[config.mk]
export PLATFORM = sky130hd
export DESIGN_NAME = status_led_pattern_sequencer_flat
export DESIGN_NICKNAME = d
export VERILOG_FILES = /design/src/slps_pkg.sv /design/src/slps_if.sv /design/src/status_led_pattern_sequencer.sv /design/src/slps_cfg.sv /design/src/slps_step.sv /design/src/flat_wrapper.sv
export SDC_FILE = /design/constraint.sdc
export NUM_CORES = 1
export LEC_CHECK = 0
export ABC_CLOCK_PERIOD_IN_PS = 9200
export BUFFER_PORTS_ARGS = -buffer_cell sky130_fd_sc_hd__buf_2
export CORE_ASPECT_RATIO = 1.4
export CORE_MARGIN = 5
export CORE_UTILIZATION = 43
export DETAILED_ROUTE_END_ITERATION = 12
export SKIP_CTS_REPAIR_TIMING = 1
export SLEW_MARGIN = 20
export SYNTH_ARGS = -nofsm -noshare
export SYNTH_HDL_FRONTEND = slang
export SYNTH_HIERARCHICAL = 1
export SYNTH_SLANG_ARGS = --single-unit
[constraint.sdc]
create_clock -name clk -period 9.2 [get_ports clk]
set_input_delay 1.38 -clock clk [delete_from_list [all_inputs] [get_ports clk]]
set_output_delay 1.38 -clock clk [all_outputs]
set_load 0.02 [all_outputs]
[src/slps_pkg.sv]
`timescale 1ns / 1ps
// types, codes and step functions for the status led pattern sequencer
// no dependencies; used by every other file of the block except slps_if

package slps_pkg;

  localparam int BreathSteps = 120;
  localparam int DelayBits   = 13;

  localparam logic [3:0] CFG_ADDR_W = 4'd4;

  typedef enum logic [2:0] {
    REQ_TICK    = 3'd0,
    REQ_TRIGGER = 3'd1,
    REQ_KEY     = 3'd2,
    REQ_LAYER   = 3'd3,
    REQ_CYCLE   = 3'd4,
    REQ_SLEEP   = 3'd5,
    REQ_WAKE    = 3'd6,
    REQ_USB     = 3'd7
  } req_t;

  typedef enum logic [1:0] {
    TRIG_PROFILE = 2'd0,
    TRIG_CHARGE  = 2'd1,
    TRIG_BOTH    = 2'd2,
    TRIG_NONE    = 2'd3
  } trig_t;

  typedef enum logic [2:0] {
    SM_IDLE        = 3'd0,
    SM_ADV         = 3'd1,
    SM_LINK        = 3'd2,
    SM_CHARGE      = 3'd3,
    SM_BOTH_LINK   = 3'd4,
    SM_BOTH_PAUSE  = 3'd5,
    SM_BOTH_CHARGE = 3'd6,
    SM_PREVIEW_OFF = 3'd7
  } sm_t;

  typedef enum logic [1:0] {
    GM_OFF     = 2'd0,
    GM_DIM     = 2'd1,
    GM_BREATHE = 2'd2
  } gm_t;

  typedef enum logic [1:0] {
    REG_MOUSE_LAYER = 2'd0,
    REG_GLOW_LIMIT  = 2'd1,
    REG_PWM_PERIOD  = 2'd2,
    REG_DIM_ON      = 2'd3
  } reg_t;

  typedef struct packed {
    logic [4:0] mouse_layer;
    logic [6:0] glow_charge_limit;
    logic [4:0] pwm_period_ms;
    logic [2:0] dim_on_ms;
  } cfg_t;

  typedef struct packed {
    logic       usb;
    logic       link;
    logic [2:0] profile;
    logic [6:0] charge;
  } live_t;

  typedef struct packed {
    sm_t                  seq_mode;
    logic [3:0]           seq_step;
    logic [2:0]           pulse_target;
    logic                 link_latched;
    logic                 long_pulse;
    logic                 sleeping;
    logic [DelayBits-1:0] seq_delay;
    logic [4:0]           glow_delay;
    gm_t                  glow_mode;
    logic                 layer_active;
    logic                 preview_on;
    logic [6:0]           preview_left;
    logic [4:0]           pwm_delay;
    logic                 pwm_high;
    logic [6:0]           breath_index;
    logic [2:0]           on_ticks;
    logic                 led_level;
    logic                 kick;
  } st_t;

  localparam st_t ST_RESET = '{
    seq_mode: SM_IDLE, seq_step: 4'd0, pulse_target: 3'd0, link_latched: 1'b0,
    long_pulse: 1'b0, sleeping: 1'b0, seq_delay: '0, glow_delay: 5'd0,
    glow_mode: GM_DIM, layer_active: 1'b0, preview_on: 1'b0, preview_left: 7'd0,
    pwm_delay: 5'd0, pwm_high: 1'b0, breath_index: 7'd0, on_ticks: 3'd0,
    led_level: 1'b0, kick: 1'b0};

  // duty table of the breathing glow, in on ticks per period
  function automatic logic [2:0] breath_duty(input logic [6:0] idx);
    logic [2:0] d;
    if (idx < 7'd6)       d = 3'd1;
    else if (idx < 7'd12) d = 3'd2;
    else if (idx < 7'd18) d = 3'd3;
    else if (idx < 7'd23) d = 3'd4;
    else if (idx < 7'd29) d = 3'd5;
    else if (idx < 7'd46) d = 3'd6;
    else if (idx < 7'd52) d = 3'd5;
    else if (idx < 7'd57) d = 3'd4;
    else if (idx < 7'd63) d = 3'd3;
    else if (idx < 7'd69) d = 3'd2;
    else                  d = 3'd1;
    return d;
  endfunction

  function automatic logic [DelayBits-1:0] dly(input int unsigned ms);
    return DelayBits'(ms);
  endfunction

  function automatic st_t start_adv(input st_t s, input live_t lv);
    st_t r;
    r = s;
    if (!(r.seq_mode >= SM_LINK || lv.usb)) begin
      r.seq_mode  = SM_ADV;
      r.seq_step  = 4'd0;
      r.seq_delay = dly(100);
    end
    return r;
  endfunction

  function automatic st_t start_pwm(input st_t s);
    st_t r;
    r = s;
    if (!(r.sleeping || r.seq_mode >= SM_LINK)) begin
      if (r.glow_mode == GM_OFF && !r.preview_on) begin
        r.led_level = 1'b0;
      end else begin
        r.pwm_high     = 1'b0;
        r.breath_index = 7'd0;
        r.pwm_delay    = 5'd0;
        r.kick         = 1'b1;
      end
    end
    return r;
  endfunction

  function automatic st_t stop_pwm(input st_t s);
    st_t r;
    r = s;
    r.pwm_delay  = 5'd0;
    r.kick       = 1'b0;
    r.pwm_high   = 1'b0;
    r.preview_on = 1'b0;
    if (r.seq_mode < SM_LINK) r.led_level = 1'b0;
    return r;
  endfunction

  function automatic st_t settle(input st_t s, input live_t lv);
    st_t r;
    r = s;
    if (r.layer_active && r.glow_mode != GM_OFF) begin
      r = start_pwm(r);
    end else begin
      r.led_level = 1'b0;
      r.seq_mode  = SM_IDLE;
      if (!lv.usb && !lv.link) r = start_adv(r, lv);
    end
    return r;
  endfunction

  function automatic st_t pwm_fire(input st_t s, input cfg_t c, input live_t lv);
    st_t r;
    logic done;
    r = s;
    done = 1'b0;
    if (r.sleeping || r.seq_mode >= SM_LINK || (!r.layer_active && !r.preview_on)) begin
      r.led_level = 1'b0;
      r.pwm_high  = 1'b0;
      done = 1'b1;
    end else if (r.pwm_high) begin
      r.led_level = 1'b0;
      r.pwm_high  = 1'b0;
      r.pwm_delay = (c.pwm_period_ms > {2'b00, r.on_ticks}) ?
                    c.pwm_period_ms - {2'b00, r.on_ticks} : 5'd1;
      done = 1'b1;
    end else if (r.preview_on) begin
      if (r.preview_left != 7'd0) begin
        r.preview_left = r.preview_left - 7'd1;
      end else begin
        r.preview_on = 1'b0;
        r.led_level  = 1'b0;
        r.pwm_high   = 1'b0;
        r = settle(r, lv);
        done = 1'b1;
      end
    end
    if (!done) begin
      unique case (r.glow_mode)
        GM_DIM: r.on_ticks = c.dim_on_ms;
        GM_BREATHE: begin
          r.on_ticks = breath_duty(r.breath_index);
          r.breath_index = ({1'b0, r.breath_index} + 8'd1 >= 8'(BreathSteps)) ?
                           7'd0 : r.breath_index + 7'd1;
        end
        default: r.on_ticks = 3'd0;
      endcase
      if (r.on_ticks == 3'd0) begin
        r.led_level = 1'b0;
        r.pwm_high  = 1'b0;
        r.pwm_delay = (c.pwm_period_ms != 5'd0) ? c.pwm_period_ms : 5'd1;
      end else begin
        r.led_level = 1'b1;
        r.pwm_high  = 1'b1;
        r.pwm_delay = {2'b00, r.on_ticks};
      end
    end
    return r;
  endfunction

  function automatic st_t begin_link(input st_t s, input live_t lv, input sm_t m);
    st_t r;
    r = s;
    r.link_latched = lv.link;
    r.pulse_target = ((lv.profile > 3'd4) ? 3'd4 : lv.profile) + 3'd1;
    r.seq_step     = 4'd0;
    r.seq_mode     = m;
    r.long_pulse   = 1'b0;
    r.seq_delay    = dly(50);
    return r;
  endfunction

  function automatic st_t begin_charge(input st_t s, input live_t lv, input sm_t m);
    st_t r;
    r = s;
    r.long_pulse = 1'b0;
    if (lv.charge >= 7'd75)      r.pulse_target = 3'd4;
    else if (lv.charge >= 7'd50) r.pulse_target = 3'd3;
    else if (lv.charge >= 7'd25) r.pulse_target = 3'd2;
    else begin
      r.pulse_target = 3'd1;
      r.long_pulse   = 1'b1;
    end
    r.seq_step  = 4'd0;
    r.seq_mode  = m;
    r.seq_delay = dly(50);
    return r;
  endfunction

  function automatic st_t seq_fire(input st_t s, input live_t lv);
    st_t r;
    logic [3:0] last;
    r = s;
    last = {r.pulse_target, 1'b0};
    if (r.sleeping) begin
      r.led_level = 1'b0;
      r.seq_mode  = SM_IDLE;
    end else begin
      unique case (r.seq_mode)
        SM_PREVIEW_OFF: begin
          r.led_level = 1'b0;
          r = settle(r, lv);
        end
        SM_LINK, SM_BOTH_LINK: begin
          if (r.seq_step < last) begin
            r.led_level = ~r.seq_step[0];
            r.seq_delay = r.seq_step[0] ? dly(180) : dly(120);
            r.seq_step  = r.seq_step + 4'd1;
          end else if (r.seq_step == last && r.link_latched) begin
            r.led_level = 1'b1;
            r.seq_step  = r.seq_step + 4'd1;
            r.seq_delay = dly(600);
          end else begin
            r.led_level = 1'b0;
            if (r.seq_mode == SM_BOTH_LINK) begin
              r.seq_mode  = SM_BOTH_PAUSE;
              r.seq_delay = dly(800);
            end else begin
              r = settle(r, lv);
            end
          end
        end
        SM_BOTH_PAUSE: begin
          r.led_level = 1'b0;
          r = begin_charge(r, lv, SM_BOTH_CHARGE);
        end
        SM_CHARGE, SM_BOTH_CHARGE: begin
          if (r.seq_step < last) begin
            r.led_level = ~r.seq_step[0];
            r.seq_delay = r.seq_step[0] ? dly(200) : (r.long_pulse ? dly(500) : dly(150));
            r.seq_step  = r.seq_step + 4'd1;
          end else begin
            r = settle(r, lv);
          end
        end
        SM_ADV: begin
          // double blink: 50 on, 100 off, 50 on, 4800 off
          if (r.seq_step == 4'd0) begin
            r.led_level = 1'b1; r.seq_step = 4'd1; r.seq_delay = dly(50);
          end else if (r.seq_step == 4'd1) begin
            r.led_level = 1'b0; r.seq_step = 4'd2; r.seq_delay = dly(100);
          end else if (r.seq_step == 4'd2) begin
            r.led_level = 1'b1; r.seq_step = 4'd3; r.seq_delay = dly(50);
          end else begin
            r.led_level = 1'b0; r.seq_step = 4'd0; r.seq_delay = dly(4800);
          end
        end
        default: r = settle(r, lv);
      endcase
    end
    return r;
  endfunction

  function automatic st_t glow_fire(input st_t s);
    st_t r;
    r = s;
    if (r.sleeping) r.led_level = 1'b0;
    else if (r.layer_active && r.glow_mode != GM_OFF) r = start_pwm(r);
    else if (r.seq_mode < SM_LINK) r.led_level = 1'b0;
    return r;
  endfunction

endpackage

[src/slps_if.sv]
`timescale 1ns / 1ps
// valid/ready channel interfaces for request and result transactions
// depends on nothing but plain logic types

interface slps_in_if;
  logic       valid;
  logic       ready;
  logic [2:0] req_type;
  logic [1:0] trigger_kind;
  logic [4:0] layer_number;
  logic       layer_on;
  logic       usb_powered;
  logic       link_connected;
  logic [2:0] profile_index;
  logic [6:0] charge_percent;

  modport source (output valid, req_type, trigger_kind, layer_number, layer_on,
                  usb_powered, link_connected, profile_index, charge_percent,
                  input ready);
  modport sink (input valid, req_type, trigger_kind, layer_number, layer_on,
                usb_powered, link_connected, profile_index, charge_percent,
                output ready);
endinterface

interface slps_out_if;
  logic       valid;
  logic       ready;
  logic       led_on;
  logic [2:0] show_mode;
  logic [1:0] glow_mode;
  logic       asleep;

  modport source (output valid, led_on, show_mode, glow_mode, asleep, input ready);
  modport sink (input valid, led_on, show_mode, glow_mode, asleep, output ready);
endinterface

[src/status_led_pattern_sequencer.sv]
`timescale 1ns / 1ps
// top level of the status led pattern sequencer: state register and result register
// depends on slps_pkg, slps_if, slps_cfg and slps_step

// Every request transaction (tick, trigger, key, layer, mode cycle, sleep, wake, usb)
// is applied to the sequencer state by combinational next-state logic and gives one result
// transaction with the led level, sequencer mode, glow mode and sleep flag after it.
// The block takes one request per cycle while its output is not stalled: the result sits in an output register, and
// a new request is taken whenever that register is empty or is being read in the same
// cycle, and the result is registered in the cycle after the request is accepted.
// The user must write the configuration registers over the apb port only while no transaction is pending; not enforced.
module status_led_pattern_sequencer (
  input  logic                            clk,
  input  logic                            rst_n,
  slps_in_if.sink                         in_ch,
  slps_out_if.source                      out_ch,
  input  logic                            psel,
  input  logic                            penable,
  input  logic                            pwrite,
  input  logic [slps_pkg::CFG_ADDR_W-1:0] paddr,
  input  logic [31:0]                     pwdata,
  output logic [31:0]                     prdata,
  output logic                            pready
);
  import slps_pkg::*;

  cfg_t  cfg;
  live_t lv;
  st_t   st_r, st_nxt;
  logic  out_valid_r;
  logic  led_r;
  sm_t   mode_r;
  gm_t   glow_r;
  logic  asleep_r;
  logic  accept;

  slps_cfg u_cfg (
    .clk, .rst_n, .psel, .penable, .pwrite, .paddr, .pwdata, .prdata, .pready, .cfg
  );

  assign lv = '{usb: in_ch.usb_powered, link: in_ch.link_connected,
                profile: in_ch.profile_index, charge: in_ch.charge_percent};

  slps_step u_step (
    .st(st_r), .cfg, .lv,
    .req_type(in_ch.req_type), .trigger_kind(in_ch.trigger_kind),
    .layer_number(in_ch.layer_number), .layer_on(in_ch.layer_on),
    .st_nxt
  );

  assign in_ch.ready = !out_valid_r || out_ch.ready;
  assign accept      = in_ch.valid && in_ch.ready;

  always_ff @(posedge clk) begin
    if (!rst_n) begin
      st_r        <= ST_RESET;
      out_valid_r <= 1'b0;
    end else begin
      if (accept) st_r <= st_nxt;
      if (accept) out_valid_r <= 1'b1;
      else if (out_ch.ready) out_valid_r <= 1'b0;
    end
  end

  always_ff @(posedge clk) begin
    if (accept) begin
      led_r    <= st_nxt.led_level;
      mode_r   <= st_nxt.seq_mode;
      glow_r   <= st_nxt.glow_mode;
      asleep_r <= st_nxt.sleeping;
    end
  end

  assign out_ch.valid     = out_valid_r;
  assign out_ch.led_on    = led_r;
  assign out_ch.show_mode = mode_r;
  assign out_ch.glow_mode = glow_r;
  assign out_ch.asleep    = asleep_r;
endmodule

[src/slps_cfg.sv]
`timescale 1ns / 1ps
// apb-style register file for the four configuration registers
// depends on slps_pkg

module slps_cfg (
  input  logic                              clk,
  input  logic                              rst_n,
  input  logic                              psel,
  input  logic                              penable,
  input  logic                              pwrite,
  input  logic [slps_pkg::CFG_ADDR_W-1:0]   paddr,
  input  logic [31:0]                       pwdata,
  output logic [31:0]                       prdata,
  output logic                              pready,
  output slps_pkg::cfg_t                    cfg
);
  import slps_pkg::*;

  cfg_t cfg_r;
  reg_t idx;
  logic wr_en;

  assign idx    = reg_t'(paddr[3:2]);
  assign wr_en  = psel && penable && pwrite;
  assign pready = 1'b1;
  assign cfg    = cfg_r;

  always_ff @(posedge clk) begin
    if (!rst_n) begin
      cfg_r <= '{mouse_layer: 5'd4, glow_charge_limit: 7'd20,
                 pwm_period_ms: 5'd20, dim_on_ms: 3'd2};
    end else if (wr_en) begin
      unique case (idx)
        REG_MOUSE_LAYER: cfg_r.mouse_layer       <= pwdata[4:0];
        REG_GLOW_LIMIT:  cfg_r.glow_charge_limit <= pwdata[6:0];
        REG_PWM_PERIOD:  cfg_r.pwm_period_ms     <= pwdata[4:0];
        REG_DIM_ON:      cfg_r.dim_on_ms         <= pwdata[2:0];
        default: ;
      endcase
    end
  end

  always_comb begin
    unique case (idx)
      REG_MOUSE_LAYER: prdata = {27'd0, cfg_r.mouse_layer};
      REG_GLOW_LIMIT:  prdata = {25'd0, cfg_r.glow_charge_limit};
      REG_PWM_PERIOD:  prdata = {27'd0, cfg_r.pwm_period_ms};
      REG_DIM_ON:      prdata = {29'd0, cfg_r.dim_on_ms};
      default:         prdata = 32'd0;
    endcase
  end
endmodule

[src/slps_step.sv]
`timescale 1ns / 1ps
// next-state logic: applies one request transaction to the sequencer state
// depends on slps_pkg

module slps_step (
  input  slps_pkg::st_t   st,
  input  slps_pkg::cfg_t  cfg,
  input  slps_pkg::live_t lv,
  input  logic [2:0]      req_type,
  input  logic [1:0]      trigger_kind,
  input  logic [4:0]      layer_number,
  input  logic            layer_on,
  output slps_pkg::st_t   st_nxt
);
  import slps_pkg::*;

  always_comb begin
    st_t s;
    s = st;
    s.kick = 1'b0;
    unique case (req_t'(req_type))
      REQ_TICK: begin
        // timers count in order: sequence, key flash, pwm
        if (s.seq_delay != '0) begin
          s.seq_delay = s.seq_delay - 1'b1;
          if (s.seq_delay == '0) s = seq_fire(s, lv);
        end
        if (s.glow_delay != 5'd0) begin
          s.glow_delay = s.glow_delay - 5'd1;
          if (s.glow_delay == 5'd0) s = glow_fire(s);
        end
        if (s.pwm_delay != 5'd0) begin
          s.pwm_delay = s.pwm_delay - 5'd1;
          if (s.pwm_delay == 5'd0) s = pwm_fire(s, cfg, lv);
        end
      end
      REQ_TRIGGER: begin
        if (!s.sleeping) begin
          s = stop_pwm(s);
          s.seq_delay  = '0;
          s.glow_delay = 5'd0;
          s.led_level  = 1'b0;
          unique case (trig_t'(trigger_kind))
            TRIG_PROFILE: s = begin_link(s, lv, SM_LINK);
            TRIG_CHARGE:  s = begin_charge(s, lv, SM_CHARGE);
            TRIG_BOTH:    s = begin_link(s, lv, SM_BOTH_LINK);
            default: ;
          endcase
        end
      end
      REQ_KEY: begin
        if (!s.sleeping && s.seq_mode < SM_LINK && lv.charge <= cfg.glow_charge_limit) begin
          s.pwm_delay  = 5'd0;
          s.led_level  = 1'b1;
          s.glow_delay = 5'd25;
        end
      end
      REQ_LAYER: begin
        if (layer_number == cfg.mouse_layer) begin
          s.layer_active = layer_on;
          if (layer_on) begin
            s = start_pwm(s);
          end else begin
            s = stop_pwm(s);
            s = settle(s, lv);
          end
        end
      end
      REQ_CYCLE: begin
        unique case (s.glow_mode)
          GM_OFF:     s.glow_mode = GM_DIM;
          GM_DIM:     s.glow_mode = GM_BREATHE;
          GM_BREATHE: s.glow_mode = GM_OFF;
          default:    s.glow_mode = GM_DIM;
        endcase
        s = stop_pwm(s);
        if (s.glow_mode == GM_OFF) begin
          s.led_level = 1'b1;
          s.seq_mode  = SM_PREVIEW_OFF;
          s.seq_delay = dly(50);
        end else begin
          s.preview_on   = 1'b1;
          s.preview_left = (s.glow_mode == GM_DIM) ? 7'd30 : 7'(BreathSteps);
          s = start_pwm(s);
        end
      end
      REQ_SLEEP: begin
        s.sleeping = 1'b1;
        s = stop_pwm(s);
        s.seq_delay  = '0;
        s.glow_delay = 5'd0;
        s.led_level  = 1'b0;
        s.seq_mode   = SM_IDLE;
      end
      REQ_WAKE: begin
        if (s.sleeping) begin
          s.sleeping = 1'b0;
          s = settle(s, lv);
        end
      end
      default: begin
        if (s.seq_mode < SM_LINK) s = settle(s, lv);
      end
    endcase
    // a started pwm runs its first step now; ending a preview may restart it once more
    if (s.kick) begin
      s.kick = 1'b0;
      s = pwm_fire(s, cfg, lv);
    end
    if (s.kick) begin
      s.kick = 1'b0;
      s = pwm_fire(s, cfg, lv);
    end
    st_nxt = s;
  end
endmodule

[src/flat_wrapper.sv]
// flat-port wrapper written by rule: the top's interface ports become plain ports
module status_led_pattern_sequencer_flat import slps_pkg::*;
  (clk, rst_n, psel, penable, pwrite, paddr, pwdata, prdata, pready, in_ch_valid, in_ch_req_type, in_ch_trigger_kind, in_ch_layer_number, in_ch_layer_on, in_ch_usb_powered, in_ch_link_connected, in_ch_profile_index, in_ch_charge_percent, in_ch_ready, out_ch_valid, out_ch_led_on, out_ch_show_mode, out_ch_glow_mode, out_ch_asleep, out_ch_ready);
  slps_in_if in_ch_i ();
  slps_out_if out_ch_i ();
  input  logic clk;
  input  logic rst_n;
  input  logic psel;
  input  logic penable;
  input  logic pwrite;
  input  logic [slps_pkg::CFG_ADDR_W-1:0] paddr;
  input  logic [31:0] pwdata;
  output logic [31:0] prdata;
  output logic pready;
  input wire logic [$bits(in_ch_i.valid)-1:0] in_ch_valid;
  input wire logic [$bits(in_ch_i.req_type)-1:0] in_ch_req_type;
  input wire logic [$bits(in_ch_i.trigger_kind)-1:0] in_ch_trigger_kind;
  input wire logic [$bits(in_ch_i.layer_number)-1:0] in_ch_layer_number;
  input wire logic [$bits(in_ch_i.layer_on)-1:0] in_ch_layer_on;
  input wire logic [$bits(in_ch_i.usb_powered)-1:0] in_ch_usb_powered;
  input wire logic [$bits(in_ch_i.link_connected)-1:0] in_ch_link_connected;
  input wire logic [$bits(in_ch_i.profile_index)-1:0] in_ch_profile_index;
  input wire logic [$bits(in_ch_i.charge_percent)-1:0] in_ch_charge_percent;
  output wire logic [$bits(in_ch_i.ready)-1:0] in_ch_ready;
  output wire logic [$bits(out_ch_i.valid)-1:0] out_ch_valid;
  output wire logic [$bits(out_ch_i.led_on)-1:0] out_ch_led_on;
  output wire logic [$bits(out_ch_i.show_mode)-1:0] out_ch_show_mode;
  output wire logic [$bits(out_ch_i.glow_mode)-1:0] out_ch_glow_mode;
  output wire logic [$bits(out_ch_i.asleep)-1:0] out_ch_asleep;
  input wire logic [$bits(out_ch_i.ready)-1:0] out_ch_ready;
  assign in_ch_i.valid = in_ch_valid;
  assign in_ch_i.req_type = in_ch_req_type;
  assign in_ch_i.trigger_kind = in_ch_trigger_kind;
  assign in_ch_i.layer_number = in_ch_layer_number;
  assign in_ch_i.layer_on = in_ch_layer_on;
  assign in_ch_i.usb_powered = in_ch_usb_powered;
  assign in_ch_i.link_connected = in_ch_link_connected;
  assign in_ch_i.profile_index = in_ch_profile_index;
  assign in_ch_i.charge_percent = in_ch_charge_percent;
  assign in_ch_ready = in_ch_i.ready;
  assign out_ch_valid = out_ch_i.valid;
  assign out_ch_led_on = out_ch_i.led_on;
  assign out_ch_show_mode = out_ch_i.show_mode;
  assign out_ch_glow_mode = out_ch_i.glow_mode;
  assign out_ch_asleep = out_ch_i.asleep;
  assign out_ch_i.ready = out_ch_ready;
  status_led_pattern_sequencer u_core (.clk(clk), .rst_n(rst_n), .in_ch(in_ch_i), .out_ch(out_ch_i), .psel(psel), .penable(penable), .pwrite(pwrite), .paddr(paddr), .pwdata(pwdata), .prdata(prdata), .pready(pready));
endmodule
==> results of run 1 <==
==> layer usage <==
metal	part of all wire [%]	global-route usage, %
met5	0	0
met4	6.6	16.2
met3	5.0	2.76
met2	49	44.7
met1	39	30.7
==> metrics by stage <==
step / hold slack [ns] / total power [mW] / cells / utilization (%) / setup WS [ns]
2_1_floorplan: 0.431 / 0.680 / 1600 / - / 2.02
3_3_place_gp: 0.459 / 0.754 / 1879 / 44.7 / 0.789
4_1_cts: 0.479 / 1.14 / 1895 / 45.8 / 0.545
6_report: 0.477 / 1.14 / 1897 / 45.9 / 0.398
3_5_place_dp: 0.465 / 0.757 / 1879 / 44.7 / 0.580
5_1_grt: 0.503 / 1.20 / 1897 / 45.9 / 0.121
==> registers in the layout, indices dropped and copies added, names as in the netlist <==
register and count:
u_core/st_r 59, u_core/out_ch.asleep 1, u_core/out_ch.glow_mode 2, u_core/u_cfg/cfg 20, u_core/out_ch.show_mode 3, u_core/out_ch.led_on 1
u_core/out_ch.valid 1
==> cell type report <==
type,instances,area (µm²)
fill,2644,13800
multi-input combinational,1335,8480
sequential,87,1810
timing repair buffer,85,505
tap,319,399
clock buffer,10,239
inverter,55,206
clock inverter,6,51.3
==> tightest hold or removal path, cell delays in order (launching register included) <==
cell and delay [ns]:
dfxtp_1 0.33, nand2_1 0.06, mux2i_1 0.05
==> power groups by stage <==
stage	clock (mW)	sequential (mW)	combinational, mW
2_1_floorplan	0	0.411	0.269
3_3_place_gp	0	0.416	0.338
3_5_place_dp	0	0.416	0.341
4_1_cts	0.392	0.408	0.342
5_1_grt	0.407	0.410	0.378
6_report	0.384	0.408	0.350
==> worst paths after layout <==
check                                                  start                            to  cells past startpoint
worst max-delay path            u_core/st_r[35]$_SDFFE_PN0P_  u_core/st_r[17]$_SDFFE_PN0P_                     31
worst min-delay path            u_core/st_r[49]$_SDFFE_PN0P_  u_core/st_r[49]$_SDFFE_PN0P_                      2
worst max register to register  u_core/st_r[35]$_SDFFE_PN0P_  u_core/st_r[17]$_SDFFE_PN0P_                     31
worst min register to register  u_core/st_r[49]$_SDFFE_PN0P_  u_core/st_r[49]$_SDFFE_PN0P_                      2
==> impl_metrics.yaml, run 1 <==
placed_design:
  dpl.hpwl_mm: 29.8
  place.gp.congestion: 0.982
  port_buffers: 54
  placed_cell_area_um2: 11400
layout:
  insertedDiodeCount: 0
  area_growth_pct: 5.08
  final_common_cell: "nand2_1"
  layout-drive-gt1-share_pct: 10.7
  fin_area_um2: 11700
  layout.nets: 1680
  layout_common_cells: "nand2_1, nor2_1, o21ai_0, mux2i_1, a21oi_1"
drt:
  first_pass_iters: 6
  routed_wl_mm: 39.3
  wl_per_cell_um: 20.7
  drt_iter0_markers: 1110
  drcViolationCount: 0
  via_per_inst: 6.38
  ant_nets: 0
  vias: 12100
cts:
  cts_tree: "done"
  cts.clk_slew.worst_paths_ns: 0.08
  clk_latency_ns: 0.37
  cts.sinks: 87
  clockBufferDepth: 2
  cts-htree-levels: 3
  cts_buffers: 9
  root_buffer: "clkbuf_16"
yosys:
  synth-warning-count: 6
  syn-cell-area_um2: 11100
  synth_area_per_cell_um2: 7.06
  syn_inst: 1576
power:
  switching_share_pct: 38.3
  p_seq_share_pct: 35.7
  power_switching_mw: 0.437
  peakVddDrop_uv: 86.9
  clkPwrFrac_pct: 33.6
  power_frac_comb_pct: 30.6
  p_leak_nw: 4.60
  p_per_area_nw_per_um2: 97.7
  p_int_mw: 0.705
worst_setup_path:
  crit_arrival_ns: 9.03
  startpoint_type: "register"
  path_class: "register to register"
  slowest_stage: "nor4b_1"
  cp_top_family: "simple AND/OR/NAND/NOR gates"
  cp_common_cell: "nand2_1"
  slowest_delay_ns: 0.63
  crit_buf_inv: 2
  r2r_slack_ns: 0.40
  cp_data_required_time_ns: 9.43
  crit_path_max_fanout: 9
  worst_setup_path_end_kind: "register"
sta:
  worst_pin_slew_ns: 0.997
  fmax_mhz: 114
  fin_crit_sh_pct: 95.7
  rsz0062_at_grt: "no"
  relSlewSlack_pct: 33.0
  tns_ns: 0
  final_hold_viol_count: 0
  skew_ns: 0.0131
  min_period_ns: 8.80
  slew_violations: 0
  finalSetupViolCount: 0
run:
  max-cap-violations: 0
grt:
  antenna_found_initial: 0
  grt_pass1_vias: 11600
  grt_usage_pct: 25.9
  overflow: 0
  grt_max_degree: 90
  grt_pass1_wl_mm: 62.0
min_path:
  hp-class: "register to register"
die:
  die_x_um: 146
  die_h_um: 200
  start_util_pct: 43.7
  dieArea_um2: 29200
  rows: 69
  ioPinCount: 108
  design.core.area_um2: 25500
outcome:
  status: "completed"
(Power assumes the default switching activity.)
==> run 2: changes to the inputs <==
Settings changed: SYNTH_HIERARCHICAL 1 to default.
==> run 2 against run 1 <==
Effect of this change: clock power up 3%; register-to-register slack better by 0.40 ns; design area down 8.9%; sequential power increased by 5%; clock-buffer cell count up 1; worst hold slack improved by 0.016 ns; power grew 9.7%; synthesized cell count down 9.3%; combinational power is 23% higher; critical path type unchanged; critical endpoint is now u_core.st_r[7]$_SDFFE_PN0P_; highest routed layer unchanged.
==> impl_metrics.yaml, run 2 <==
cts:
  cts-htree-levels: 3
  cts_tree: "done"
  cts_buffers: 9
  clockBufferDepth: 2
  cts.sinks: 87
  cts.clk_slew.worst_paths_ns: 0.07
  clk_latency_ns: 0.35
  root_buffer: "clkbuf_16"
sta:
  worst_pin_slew_ns: 1.07
  finalSetupViolCount: 0
  rsz0062_at_grt: "no"
  skew_ns: 0.0118
  min_period_ns: 8.40
  slew_violations: 0
  fin_ws_ns: 0.800
  final_hold_viol_count: 0
  relSlewSlack_pct: 28.1
  holdWs_ns: 0.493
  tns_ns: 0
  fmax_mhz: 119
  fin_crit_sh_pct: 91.3
worst_setup_path:
  startpoint_type: "register"
  cp_common_cell: "nor2_1"
  r2r_slack_ns: 0.80
  critPathLaunch: "u_core.st_r[35]$_SDFFE_PN0P_"
  cp-endpoint: "u_core.st_r[7]$_SDFFE_PN0P_"
  worst_setup_path_end_kind: "register"
  crit_arrival_ns: 8.65
  cp_data_required_time_ns: 9.45
  r2r-end: "u_core.st_r[7]$_SDFFE_PN0P_"
  slowest_stage: "or3b_1"
  slowest_delay_ns: 0.49
  reg2reg_depth: 34
  r2r_start: "u_core.st_r[35]$_SDFFE_PN0P_"
  path_class: "register to register"
  crit_path_max_fanout: 8
placed_design:
  port_buffers: 54
  dp.cells: 1718
  pre_cts_slack_ns: 0.884
  place.gp.congestion: 0.979
  placed_cell_area_um2: 10300
  dpl.hpwl_mm: 27.5
layout:
  layout.nets: 1534
  largest_register_ffs: 59
  largest_register: "u_core.st_r"
  final_common_cell: "nor2_1"
  insertedDiodeCount: 0
  layout_common_cells: "nor2_1, nand2_1, a21oi_1, o21ai_0, dfxtp_1"
  layout-drive-gt1-share_pct: 10.5
  area_growth_pct: 7.27
  fin_util_pct: 47.0
  fillCellCount: 2360
  fin_area_um2: 10700
  instances_no_fill: 1734
grt:
  grt_pass1_vias: 10500
  grt_max_degree: 61
  antenna_found_initial: 0
  overflow: 0
  grt_usage_pct: 27.0
  grt_pass1_wl_mm: 57.9
yosys:
  syn-cell-area_um2: 9940
  synth_top_area_share_pct: 16.1
  synth-edff-count: 7
  ys_async_sr_fraction_pct: 0
  synth-warning-count: 0
  ys_seq_area_share_pct: 18.2
  synthTopCellsByArea: "dfxtp_1, a21oi_1, nor2_1"
  synth_top_area_cell: "dfxtp_1"
  synth_cell_types: 97
  ys.flop_type: "dfxtp_1"
  syn_inst: 1429
  synth.most_common_cell: "nor2_1"
  synth_area_per_cell_um2: 6.95
  synth_common_cells: "nor2_1, nand2_1, a21oi_1"
  synth_seq_cells: 87
power:
  p_per_area_nw_per_um2: 118
  peakVddDrop_uv: 111
  p_int_mw: 0.777
  p_leak_nw: 4.00
  power_switching_mw: 0.475
  switching_share_pct: 37.9
  clkPwrFrac_pct: 31.6
  p_seq_share_pct: 34.1
  power_mw: 1.25
  power_frac_comb_pct: 34.4
drt:
  wl_per_cell_um: 21.2
  routed_wl_mm: 36.7
  vias: 11100
  ant_nets: 0
  drt_iter0_markers: 902
  via_per_inst: 6.41
  drcViolationCount: 0
  first_pass_iters: 5
min_path:
  hold_path.startpoint: "u_core.st_r[49]$_SDFFE_PN0P_"
  hp-class: "register to register"
die:
  die_x_um: 138
  design.core.area_um2: 22700
  dieArea_um2: 26300
  die_h_um: 190
  ioPinCount: 108
  start_util_pct: 43.8
  rows: 65
outcome:
  status: "completed"
run:
  max-cap-violations: 0
-- run 2: worst min-delay path by stage --
stage	end	slack, ns	cells after the start
after detailed placement	u_core.st_r[33]$_SDFFE_PN0P_	0.48	2
final	u_core.st_r[49]$_SDFFE_PN0P_	0.49	2
after floorplan	u_core.st_r[49]$_SDFFE_PN0P_	0.45	2
after CTS	u_core.st_r[33]$_SDFFE_PN0P_	0.49	2
after global routing	u_core.st_r[49]$_SDFFE_PN0P_	0.52	2
after global placement	u_core.st_r[49]$_SDFFE_PN0P_	0.47	2
-- run 2: power by group through the flow --
stage	sequential [mW]	clock [mW]	combinational [mW]
floorplan	0.423	0	0.322
global placement	0.434	0	0.417
detailed placement	0.434	0	0.420
CTS	0.425	0.408	0.423
global route	0.429	0.422	0.472
finish	0.427	0.395	0.430
-- run 2: worst max-delay path, delay by kind of cell, from the launching register on --
family | cells | cell delay (ns)
AO/OA/AOI/OAI | 6 | 1.16
flip-flops | 1 | 0.37
buffers and inverters | 2 | 0.31
adder cells (fa/ha/maj) | 5 | 1.34
AND/OR/NAND/NOR | 19 | 4.55
XOR/XNOR | 2 | 0.57
-- run 2: layer usage --
layer	GRT usage [%]	up-vias	share of wire, %
li1	-	5252	-
met1	31.6	5250	40
met2	47.1	485	49
met3	3.65	129	5.6
met4	15.9	0	5.8
met5	0	-	0
-- run 2: logic make-up (layout without fill, tap and decap cells) --
group	Yosys count	count (layout)	share of synthesized area (%)
AO/OA/AOI/OAI	475	475	31.9
XOR/XNOR	18	18	1.66
adder cells (fa/ha/maj)	42	42	5.31
buffers and inverters	165	145	7.32
flip-flops	87	87	18.2
multiplexers	40	40	4.55
other	2	26	0.0756
AND/OR/NAND/NOR	600	600	30.9
-- run 2: area by class of cell --
type	instances	area [µm²]	share of cell area, %
multi-input combinational	1201	7500	70.4
sequential	87	1810	17.0
timing repair buffer	80	465	4.37
tap	301	377	3.53
clock buffer	11	254	2.38
inverter	49	184	1.73
clock inverter	5	61.3	0.575
